`src/rtl/qpt_pkg.sv`:
```
// Package for the query path tokenizer: limits, widths, status and kind codes,
// the result record and the character class helpers.
// No dependencies.
`default_nettype none

package qpt_pkg;

    localparam int MAX_NAME_LEN = 255;
    localparam int MAX_SEGMENTS = 16;
    localparam int MAX_LEVELS   = 16;
    localparam int HEX_DIGITS   = 16;

    localparam int NAME_LEN_W = 8;
    localparam int CNT_W      = 5;
    localparam int INDEX_W    = 64;

    localparam logic [1:0] KIND_HEAD    = 2'd0;
    localparam logic [1:0] KIND_SEGMENT = 2'd1;
    localparam logic [1:0] KIND_CAST    = 2'd2;
    localparam logic [1:0] KIND_DEREF   = 2'd3;

    localparam logic [1:0] ST_BUSY    = 2'd0;
    localparam logic [1:0] ST_ACCEPT  = 2'd1;
    localparam logic [1:0] ST_ERROR   = 2'd2;
    localparam logic [1:0] ST_DISCARD = 2'd3;

    localparam logic [7:0] CH_NUL   = 8'h00;
    localparam logic [7:0] CH_DOT   = 8'h2e;
    localparam logic [7:0] CH_COLON = 8'h3a;
    localparam logic [7:0] CH_LBRK  = 8'h5b;
    localparam logic [7:0] CH_RBRK  = 8'h5d;
    localparam logic [7:0] CH_DASH  = 8'h2d;
    localparam logic [7:0] CH_GT    = 8'h3e;
    localparam logic [7:0] CH_ZERO  = 8'h30;
    localparam logic [7:0] CH_X     = 8'h78;
    localparam logic [7:0] CH_UNDER = 8'h5f;

    typedef struct packed {
        logic               is_name_char;
        logic [1:0]         name_kind;
        logic [7:0]         name_char;
        logic               starts_name;
        logic               closes_name;
        logic               index_valid;
        logic [INDEX_W-1:0] index_value;
        logic [1:0]         parse_status;
    } t_result;

    function automatic logic is_alnum(input logic [7:0] c);
        return (c >= 8'h30 && c <= 8'h39) || (c >= 8'h41 && c <= 8'h5a) ||
               (c >= 8'h61 && c <= 8'h7a);
    endfunction

    function automatic logic is_word(input logic [7:0] c);
        return is_alnum(c) || (c == CH_UNDER);
    endfunction

    // {valid, value}
    function automatic logic [4:0] hex_val(input logic [7:0] c);
        logic [4:0] r;
        r = 5'd0;
        if (c >= 8'h30 && c <= 8'h39) begin
            r = {1'b1, 4'(c - 8'h30)};
        end else if (c >= 8'h61 && c <= 8'h66) begin
            r = {1'b1, 4'(c - 8'h57)};
        end else if (c >= 8'h41 && c <= 8'h46) begin
            r = {1'b1, 4'(c - 8'h37)};
        end
        return r;
    endfunction

endpackage

`default_nettype wire

```
`src/rtl/qpt_parser.sv`:
```
// Tokenizer state machine: parse state and the combinational result for the
// current byte. State advances on each accepted transaction. Uses qpt_pkg.
`default_nettype none

module qpt_parser
    import qpt_pkg::*;
(
    input  wire logic       i_clk,
    input  wire logic       i_rst_n,
    input  wire logic       i_en,
    input  wire logic [7:0] i_byte,
    output t_result         o_res
);

    typedef enum logic [3:0] {
        PH_HEAD_START  = 4'd0,
        PH_HEAD_NAME   = 4'd1,
        PH_SEG_START   = 4'd2,
        PH_SEG_NAME    = 4'd3,
        PH_CAST_START  = 4'd4,
        PH_CAST_NAME   = 4'd5,
        PH_IDX_ZERO    = 4'd6,
        PH_IDX_X       = 4'd7,
        PH_IDX_HEX     = 4'd8,
        PH_IDX_CLOSE   = 4'd9,
        PH_AFTER_IDX   = 4'd10,
        PH_ARROW       = 4'd11,
        PH_DEREF_START = 4'd12,
        PH_DEREF_NAME  = 4'd13,
        PH_DISCARD     = 4'd14
    } t_phase;

    typedef enum logic [1:0] {
        GO_PHASE,
        GO_ERROR,
        GO_ACCEPT
    } t_go;

    localparam logic [NAME_LEN_W-1:0] NAME_LIMIT = NAME_LEN_W'(MAX_NAME_LEN - 1);
    localparam logic [CNT_W-1:0]      SEG_LIMIT  = CNT_W'(MAX_SEGMENTS);
    localparam logic [CNT_W-1:0]      LVL_LIMIT  = CNT_W'(MAX_LEVELS);
    localparam logic [CNT_W-1:0]      HEX_LIMIT  = CNT_W'(HEX_DIGITS);

    t_phase                r_phase,    n_phase;
    logic [NAME_LEN_W-1:0] r_name_len, n_name_len;
    logic                  r_prev,     n_prev;
    logic [CNT_W-1:0]      r_seg,      n_seg;
    logic [CNT_W-1:0]      r_lvl,      n_lvl;
    logic [CNT_W-1:0]      r_hex,      n_hex;
    logic [INDEX_W-1:0]    r_acc,      n_acc;

    t_go        go;
    t_phase     tgt;
    logic       fol, colon_ok, bracket_ok, close_cand, restart;
    logic [4:0] hv;
    t_result    res;

    function automatic logic [1:0] kind_of(input t_phase p);
        logic [1:0] k;
        case (p)
            PH_HEAD_START, PH_HEAD_NAME:   k = KIND_HEAD;
            PH_SEG_START, PH_SEG_NAME:     k = KIND_SEGMENT;
            PH_CAST_START, PH_CAST_NAME:   k = KIND_CAST;
            PH_DEREF_START, PH_DEREF_NAME: k = KIND_DEREF;
            default:                       k = KIND_HEAD;
        endcase
        return k;
    endfunction

    always_comb begin
        n_phase    = r_phase;
        n_name_len = r_name_len;
        n_prev     = r_prev;
        n_seg      = r_seg;
        n_lvl      = r_lvl;
        n_hex      = r_hex;
        n_acc      = r_acc;
        res        = '0;
        go         = GO_ERROR;
        tgt        = PH_DISCARD;
        fol        = 1'b0;
        colon_ok   = 1'b0;
        bracket_ok = 1'b0;
        close_cand = 1'b0;
        restart    = 1'b0;
        hv         = hex_val(i_byte);

        case (r_phase)
            PH_HEAD_START, PH_SEG_START, PH_CAST_START, PH_DEREF_START: begin
                if (is_alnum(i_byte)) begin
                    res.is_name_char = 1'b1;
                    res.starts_name  = 1'b1;
                    res.name_char    = i_byte;
                    res.name_kind    = kind_of(r_phase);
                    n_name_len       = NAME_LEN_W'(1);
                    n_prev           = 1'b1;
                    go               = GO_PHASE;
                    tgt              = t_phase'(r_phase + 4'd1);
                end
            end
            PH_HEAD_NAME, PH_SEG_NAME, PH_CAST_NAME, PH_DEREF_NAME: begin
                res.name_kind = kind_of(r_phase);
                if (is_word(i_byte)) begin
                    if (r_name_len < NAME_LIMIT) begin
                        res.is_name_char = 1'b1;
                        res.name_char    = i_byte;
                        n_name_len       = r_name_len + NAME_LEN_W'(1);
                        n_prev           = is_alnum(i_byte);
                        go               = GO_PHASE;
                        tgt              = r_phase;
                    end
                end else if (r_prev) begin
                    close_cand = 1'b1;
                    case (r_phase)
                        PH_HEAD_NAME: begin
                            if (i_byte == CH_DOT) begin
                                n_seg = '0;
                                go    = GO_PHASE;
                                tgt   = PH_SEG_START;
                            end
                        end
                        PH_SEG_NAME: begin
                            fol        = 1'b1;
                            colon_ok   = 1'b1;
                            bracket_ok = 1'b1;
                        end
                        PH_CAST_NAME: begin
                            fol        = 1'b1;
                            bracket_ok = 1'b1;
                        end
                        default: begin
                            if (i_byte == CH_DOT && r_lvl < LVL_LIMIT) begin
                                n_lvl = r_lvl + CNT_W'(1);
                                n_seg = '0;
                                go    = GO_PHASE;
                                tgt   = PH_SEG_START;
                            end
                        end
                    endcase
                end
            end
            PH_IDX_ZERO: begin
                if (i_byte == CH_ZERO) begin
                    go  = GO_PHASE;
                    tgt = PH_IDX_X;
                end
            end
            PH_IDX_X: begin
                if (i_byte == CH_X) begin
                    n_acc = '0;
                    n_hex = '0;
                    go    = GO_PHASE;
                    tgt   = PH_IDX_HEX;
                end
            end
            PH_IDX_HEX: begin
                if (hv[4]) begin
                    n_acc = {r_acc[INDEX_W-5:0], hv[3:0]};
                    n_hex = r_hex + CNT_W'(1);
                    go    = GO_PHASE;
                    tgt   = (n_hex >= HEX_LIMIT) ? PH_IDX_CLOSE : PH_IDX_HEX;
                end
            end
            PH_IDX_CLOSE: begin
                if (i_byte == CH_RBRK) begin
                    res.index_valid = 1'b1;
                    res.index_value = r_acc;
                    go              = GO_PHASE;
                    tgt             = PH_AFTER_IDX;
                end
            end
            PH_AFTER_IDX: begin
                fol = 1'b1;
            end
            PH_ARROW: begin
                if (i_byte == CH_GT) begin
                    go  = GO_PHASE;
                    tgt = PH_DEREF_START;
                end
            end
            PH_DISCARD: begin
                res.parse_status = ST_DISCARD;
                restart          = (i_byte == CH_NUL);
            end
            default: begin
                go = GO_ERROR;
            end
        endcase

        if (fol) begin
            if (i_byte == CH_DOT) begin
                n_seg = r_seg + CNT_W'(1);
                if (n_seg < SEG_LIMIT) begin
                    go  = GO_PHASE;
                    tgt = PH_SEG_START;
                end
            end else if (i_byte == CH_COLON && colon_ok) begin
                go  = GO_PHASE;
                tgt = PH_CAST_START;
            end else if (i_byte == CH_LBRK && bracket_ok) begin
                go  = GO_PHASE;
                tgt = PH_IDX_ZERO;
            end else if (i_byte == CH_DASH) begin
                go  = GO_PHASE;
                tgt = PH_ARROW;
            end else if (i_byte == CH_NUL) begin
                go = GO_ACCEPT;
            end
        end

        res.closes_name = close_cand && (go != GO_ERROR);

        if (r_phase == PH_DISCARD) begin
            // status already set
        end else if (go == GO_ERROR) begin
            res              = '0;
            res.parse_status = ST_ERROR;
            if (i_byte == CH_NUL) begin
                restart = 1'b1;
            end else begin
                n_phase = PH_DISCARD;
            end
        end else if (go == GO_ACCEPT) begin
            res.parse_status = ST_ACCEPT;
            restart          = 1'b1;
        end else begin
            n_phase = tgt;
        end

        if (!res.is_name_char && !res.closes_name) begin
            res.name_kind = KIND_HEAD;
        end

        if (restart) begin
            n_phase    = PH_HEAD_START;
            n_name_len = '0;
            n_prev     = 1'b0;
            n_seg      = '0;
            n_lvl      = '0;
            n_hex      = '0;
            n_acc      = '0;
        end
    end

    always_ff @(posedge i_clk) begin
        if (!i_rst_n) begin
            r_phase    <= PH_HEAD_START;
            r_name_len <= '0;
            r_prev     <= 1'b0;
            r_seg      <= '0;
            r_lvl      <= '0;
            r_hex      <= '0;
            r_acc      <= '0;
        end else if (i_en) begin
            r_phase    <= n_phase;
            r_name_len <= n_name_len;
            r_prev     <= n_prev;
            r_seg      <= n_seg;
            r_lvl      <= n_lvl;
            r_hex      <= n_hex;
            r_acc      <= n_acc;
        end
    end

    assign o_res = res;

endmodule

`default_nettype wire

```
`src/rtl/query_path_tokenizer_unit.sv`:
```
// Query path tokenizer top level: parser plus a two-entry output buffer.
// Each accepted byte's result is registered into the output register, or into the skid entry while the output waits.
// Throughput: one byte per cycle while o_stall is low; the parse state is registered and feeds back to the next byte.
// The output buffer keeps input flowing while one result waits downstream.
// Reset (i_rst_n low, synchronous) clears parse state and empties both buffer entries.
// Depends on qpt_pkg and qpt_parser.
`default_nettype none

module query_path_tokenizer_unit
    import qpt_pkg::*;
(
    input  wire logic               i_clk,
    input  wire logic               i_rst_n,
    input  wire logic               i_valid,
    output logic                    o_stall,
    input  wire logic [7:0]         i_query_byte,
    output logic                    o_valid,
    input  wire logic               i_stall,
    output logic                    o_is_name_char,
    output logic [1:0]              o_name_kind,
    output logic [7:0]              o_name_char,
    output logic                    o_starts_name,
    output logic                    o_closes_name,
    output logic                    o_index_valid,
    output logic [INDEX_W-1:0]      o_index_value,
    output logic [1:0]              o_parse_status
);

    t_result res;
    t_result r_out, r_skid;
    logic    r_out_vld, r_skid_vld;
    logic    in_acc, out_acc;

    assign in_acc  = i_valid && !r_skid_vld;
    assign out_acc = r_out_vld && !i_stall;

    qpt_parser u_parser (
        .i_clk  (i_clk),
        .i_rst_n(i_rst_n),
        .i_en   (in_acc),
        .i_byte (i_query_byte),
        .o_res  (res)
    );

    always_ff @(posedge i_clk) begin
        if (!i_rst_n) begin
            r_out_vld  <= 1'b0;
            r_skid_vld <= 1'b0;
        end else if (r_skid_vld) begin
            if (out_acc) begin
                r_out      <= r_skid;
                r_skid_vld <= 1'b0;
            end
        end else if (in_acc) begin
            if (r_out_vld && !out_acc) begin
                r_skid     <= res;
                r_skid_vld <= 1'b1;
            end else begin
                r_out     <= res;
                r_out_vld <= 1'b1;
            end
        end else if (out_acc) begin
            r_out_vld <= 1'b0;
        end
    end

    assign o_stall        = r_skid_vld;
    assign o_valid        = r_out_vld;
    assign o_is_name_char = r_out.is_name_char;
    assign o_name_kind    = r_out.name_kind;
    assign o_name_char    = r_out.name_char;
    assign o_starts_name  = r_out.starts_name;
    assign o_closes_name  = r_out.closes_name;
    assign o_index_valid  = r_out.index_valid;
    assign o_index_value  = r_out.index_value;
    assign o_parse_status = r_out.parse_status;

endmodule

`default_nettype wire

```
`config.mk`:
```
export PLATFORM = sky130hd
export DESIGN_NAME = query_path_tokenizer_unit
export DESIGN_NICKNAME = d
export VERILOG_FILES = /design/src/rtl/qpt_pkg.sv /design/src/rtl/qpt_parser.sv /design/src/rtl/query_path_tokenizer_unit.sv
export SDC_FILE = /design/constraint.sdc
export NUM_CORES = 1
export LEC_CHECK = 0
export BUFFER_PORTS_ARGS = -buffer_cell sky130_fd_sc_hd__buf_2
export CAP_MARGIN = 20
export CORE_ASPECT_RATIO = 1.25
export CORE_UTILIZATION = 40
export DETAILED_ROUTE_END_ITERATION = 10
export PLACE_DENSITY = 0.57
export SYNTH_ARGS = -nofsm -noshare
export SYNTH_HDL_FRONTEND = slang
export SYNTH_SLANG_ARGS = --single-unit
```
`constraint.sdc`:
```
create_clock -name i_clk -period 18.7 [get_ports i_clk]
set_input_delay 1.87 -clock i_clk [delete_from_list [all_inputs] [get_ports i_clk]]
set_output_delay 1.87 -clock i_clk [all_outputs]
set_load 0.05 [all_outputs]
```
Yosys cells after proc, flatten, opt, wreduce, memory -nomap -nowiden
Memories as Yosys holds them, arrays and structs flattened. A register that Yosys moved wholly into a read port is not among the register bits.
Index checks and enable logic that the tools add are counted.
{"block": "word_totals", "out_inout_bits": 82, "register_bits": 254, "word_cells": 256, "input_bits": 12, "romBits": 64, "n_memories": 2}
{"block": "classes", "magnitude_cmp": 12, "reduce_logical": 41, "n_eq_ne": 39, "bitwise": 1, "n_mux": 128, "add_sub_neg": 8}
{"name": "(name not given)", "words": 16, "width": 2, "rd": 1, "rd_clocked_by_memory_dff": 1, "wr": 0, "line": "qpt_parser.sv:60", "text": "case (p)"}
{"name": "(name not given)", "words": 16, "width": 2, "rd": 1, "rd_clocked_by_memory_dff": 1, "wr": 0, "line": "qpt_parser.sv:60"}
{"op": "80-bit two-way mux", "n": 5}
{"op": "64-bit two-way mux", "n": 3}
{"op": "65-bit two-way mux", "n": 2}
{"op": "64-bit one-hot mux with 2 select lines", "n": 1}
{"op": "5-bit two-way mux", "n": 20}
{"op": "4-bit two-way mux", "n": 23}
{"op": "78-bit two-way mux", "n": 1}
{"op": "8-bit two-way mux", "n": 6}
{"op": "8-bit by 6-bit equality test with 1-bit output, second input constant", "n": 5}
{"op": "1-bit two-way mux", "n": 40}
{"op": "8-bit by 7-bit equality test with 1-bit output, second input constant", "n": 4}
{"op": "8-bit by 7-bit less-or-equal comparator with 1-bit output, second input constant", "n": 4}
{"op": "4-bit equality test, second input constant", "n": 7}
{"op": "2-bit two-way mux", "n": 14}
{"op": "4-bit one-hot mux with 7 select lines", "n": 1}
{"op": "11-bit one-hot mux with 2 select lines", "n": 1}
{"op": "5-bit one-hot mux with 2 select lines", "n": 2}
{"op": "3-bit by 1-bit inequality test with 1-bit output, second input constant", "n": 6}
{"op": "4-bit by 3-bit equality test with 1-bit output, second input constant", "n": 4}
{"op": "8-bit by 7-bit greater-or-equal comparator with 1-bit output, second input constant", "n": 2}
{"op": "8-bit one-hot mux with 2 select lines", "n": 1}
{"op": "4-bit AND reduction", "n": 4}
{"op": "5-bit by 1-bit adder with 5-bit output, second input constant", "n": 3}
{"op": "2-bit one-hot mux with 7 select lines", "n": 1}
{"op": "35 further kinds", "n": 69}

Depth between registers and ports, before layout
{"block": "logic_depth", "depth_word": 23, "mapped_depth": 14, "depth_no_buf": 11}

Cells and area by module
A second synthesis with hierarchy kept.
{"block": "unflattened", "hier_cells": 980, "area_unflattened_um2": 11303.3}
{"mod": "query_path_tokenizer_unit", "n_inst": 1, "area_per_inst_um2": 5901.9, "cells_each": 263, "seq_area_each_um2": 4844.6}
{"mod": "qpt_parser", "n_inst": 1, "area_per_inst_um2": 5401.4, "cells_each": 717, "seq_area_each_um2": 1881.8}

Least setup slack after synthesis
OpenSTA, ideal clock, no wires.
{"block": "synth_path", "kind": "input to register", "from": "input i_rst_n", "to": "register r_skid[0] in the netlist's numbering (enable)", "t_required_ps": 18084, "cell_stages": 4, "setup_ps": 616, "arrival_ps": 7958, "n_path_buf": 2, "path_slack_ps": 10126, "cell_sequence": "clkbuf_1 clkinv_1 clkbuf_1 nor3_1"}
{"block": "synth_between", "elab_chain_len": 1}
{"element": "from (decl)", "line": "query_path_tokenizer_unit.sv:13", "text": "input wire logic i_rst_n,"}
{"element": "4-bit AND reduction (no line)"}
{"element": "to (signal assigned)", "line": "query_path_tokenizer_unit.sv:56", "text": "r_skid <= res;"}
{"element": "to (decl)", "line": "query_path_tokenizer_unit.sv:30", "text": "t_result r_out, r_skid;"}
No other way between the ends.
A chain may end at the register's enable or synchronous reset.

==> results.yml <==
timing:
  hold-worst-slack_ns: 0.466
  rsz_0062_raised_after_global_routing: "false"
  final.setup_skew_ns: 0.0173
  headroom_to_the_max_slew_limit_pct: 27.4
  final_hold_viol_count: 0
  setup_total_negative_slack_ns: 0
  fin_crit_ns: 5.32
  final.setup.worst_slack_ns: 13.38
  final-setup-viol-count: 0
  slew_violations: 0
  worst-slew-pin-transition_ns: 1.09
  max_freq_mhz: 188
  min_period_over_period_pct: 28.4
synth:
  ys_ff_latch: 256
  number_of_enable_type_register_cells_in_the_synthesized_netlist: 160
  avgSynthCellArea_um2: 10.2
  syn-instance-count: 1148
  yosys.cell_types.count: 75
  synth_async_sr_flop_share_pct: 0
  post_synth_instance_area_um2: 11700
  ys_warn_count: 0
  synth_flop_cell: "edfxtp_1"
  synth.net_count: 1172
  synth_sequential_area_ratio_pct: 57.6
power:
  power_density_nw_per_um2: 96.5
  power.ir.vdd_worst_mv: 0.0655
  power.leakage_nw: 4.94
floorplanning:
  design.portCount: 94
  dieHeight_um: 193
  rows: 69
  floorplan.initialDensity_pct: 40.8
  dieWidth_um: 155
  die_area_um2: 29900
  core_area_um2: 28600
placed_design:
  io_buffers: 93
  gpl.final_weighted_congestion: 0.883
  dp_hpwl_mm: 16.4
  pre_cts_ws_ns: 12.81
layout:
  filler_cell_count: 2689
  drive_above_1_share_pct: 17.9
  diodes: 0
  synthesis_to_layout_area_growth_pct: 12.7
  final_cell_mix: "nand2_1, edfxtp_1, nor2_1"
  number_of_nets_in_the_final_layout: 1224
  final_common_cell: "nand2_1"
clock_network:
  ctsResizeCount: 0
  cts_inserted_buffers: 27
  ctsLongestPathBuffers: 3
  postCtsSetupRepairBufs: 0
  cts_hold_repair.buffers: 0
  clk_pin_slew_ns: 0.06
  numClockSinks: 256
  tritoncts: "built"
  insertion_delay_ns: 0.54
  ctsRootBufferMaster: "clkbuf_16"
  htreeDepth: 1
min_path:
  hp-class: "register to register"
  hold_path_depth: 1
setup_path:
  cp_max_fo: 66
  worst-endpoint-arrival_ns: 5.62
  crit_path_start_kind: "input pin"
  timing.setup.critical_path_class: "input pin to register"
  timing.critical_path.required_ns: 19.00
  r2r_depth: 12
  worst_setup_path_end_kind: "register"
detailed_routing:
  avgRoutedWirePerCell_um: 17.1
  wirelength_routed_mm: 27.6
  antenna_left: 0
  vias_per_cell: 5.20
  drt_drc_violations_left: 0
  drt_pre_antenna_iters: 5
  dr.first_iter.drc_count: 530
  vias: 8374
global_route:
  grt_pass1_vias: 7967
  maximum_number_of_pins_on_one_net_before_global_route_repair: 92
  antenna_violations_before_repair: 0
  groute.usage.overall_pct: 18.5
  global_route_wire_length_before_repair_mm: 44.0
  overflow_after_grt: 0
flow_run:
  maxCapViolCount: 0
run_status:
  run_status: "completed"
[routing by layer]
metal	up-vias	wire length (um)	GRT usage [%]	share of wire, %
met5	-	0	0	0
met4	0	793	6.47	2.9
met3	54	1100	2.30	4.0
met2	177	13400	32.1	49
met1	3994	12200	24.0	44
li1	4149	-	-	-
[synth_stat cells (5+ instances only)]
| cell type | instances | share of area [%] |
|---|---|---|
| nand4_1 | 5 | 0.27 |
| nand2_1 | 187 | 6.0 |
| nand3b_1 | 6 | 0.39 |
| and3_1 | 70 | 3.8 |
| xor2_1 | 5 | 0.38 |
| dfxtp_1 | 96 | 16 |
| inv_1 | 13 | 0.42 |
| a21boi_0 | 5 | 0.32 |
| nor2b_1 | 7 | 0.38 |
| o21ai_1 | 52 | 2.2 |
| a31oi_1 | 5 | 0.27 |
| nand3_1 | 13 | 0.56 |
| buf_2 | 7 | 0.30 |
| a21o_1 | 5 | 0.32 |
| nor2_1 | 98 | 3.2 |
| and2_1 | 28 | 1.5 |
| edfxtp_1 | 160 | 41 |
| ha_1 | 12 | 1.3 |
| nand2b_1 | 6 | 0.32 |
| or3_1 | 5 | 0.27 |
| a21oi_1 | 90 | 3.9 |
| a31o_2 | 5 | 0.38 |
| o31ai_1 | 7 | 0.45 |
| o21ai_0 | 49 | 2.1 |
| and2_4 | 50 | 3.8 |
| nor3_1 | 16 | 0.69 |
| clkbuf_1 | 56 | 1.8 |
| buf_6 | 13 | 1.3 |
[kinds of logic (layout without fill, tap and decap cells)]
group / count (synthesis) / count (layout) / share of synthesized area, %
fa+ha+maj: 12 / 12 / 1.29
compound gates: 257 / 257 / 13.1
buf+inv: 95 / 167 / 4.04
mux: 7 / 7 / 0.632
xor+xnor: 8 / 8 / 0.600
other cells: 1 / 1 / 0.0321
simple gates: 512 / 512 / 22.7
flops: 256 / 256 / 57.6
[worst max-delay path: stages]
cell and delay, ns:
buf_2 0.13, inv_1 0.16, ha_1 0.26, or3b_4 0.41, o2111a_1 0.30, a311oi_4 0.37, and2_1 0.32, nand2_2 0.10
a211oi_4 0.34, a21o_4 0.64, inv_2 0.04, buf_4 0.35, and2_4 0.27
[sequential cells by signal, indices dropped and copies added (netlist names), named ones only]
| register | flops |
|---|---|
| u_parser.r_phase | 4 |
| o_closes_name | 1 |
| r_skid | 80 |
| u_parser.r_seg | 5 |
| o_name_kind | 2 |
| o_valid | 1 |
| u_parser.r_name_len | 8 |
| o_name_char | 8 |
| o_parse_status | 2 |
| u_parser.r_acc | 64 |
| u_parser.r_lvl | 5 |
| u_parser.r_hex | 5 |
| u_parser.r_prev | 1 |
| o_stall | 1 |
| o_is_name_char | 1 |
| o_index_valid | 1 |
| o_starts_name | 1 |
| o_index_value | 64 |
[through the flow]
stage / utilization (%) / std cells / power (W) / cell area [um2]
floorplan: - / 1148 / 0.000740 / 11700
global placement: 43.1 / 1560 / 0.000779 / 12300
detailed placement: 43.1 / 1560 / 0.000779 / 12300
CTS: 46.0 / 1609 / 0.00129 / 13100
global route: 46.0 / 1610 / 0.00132 / 13200
finish: 46.0 / 1610 / 0.00127 / 13200
[area by class of cell]
cell class / count / area [um2] / share of cell area [%]
clock buffers: 36 / 729 / 5.54
flip-flops and latches: 256 / 6730 / 51.1
well taps: 390 / 488 / 3.71
clock inverters: 13 / 92.6 / 0.704
repair buffers: 102 / 553 / 4.20
inverters: 16 / 60.1 / 0.456
multi-input cells: 797 / 4510 / 34.2
[worst paths after layout]
| path | startpoint | to | slack [ns] |
|---|---|---|---|
| max reg2reg | u_parser.r_phase[1] | r_skid[15] | 14.54 |
| max | i_query_byte[0] | r_skid[15] | 13.38 |
| min reg2reg | u_parser.r_name_len[6] | u_parser.r_name_len[6] | 0.47 |
| min | u_parser.r_name_len[6] | u_parser.r_name_len[6] | 0.47 |
[where the power goes]
group          internal (W)  switching [W]
Combinational     0.0000366       0.000106
Clock              0.000287       0.000217
Sequential         0.000612      0.0000114
No activity file was read; power rests on OpenSTA's default activity.
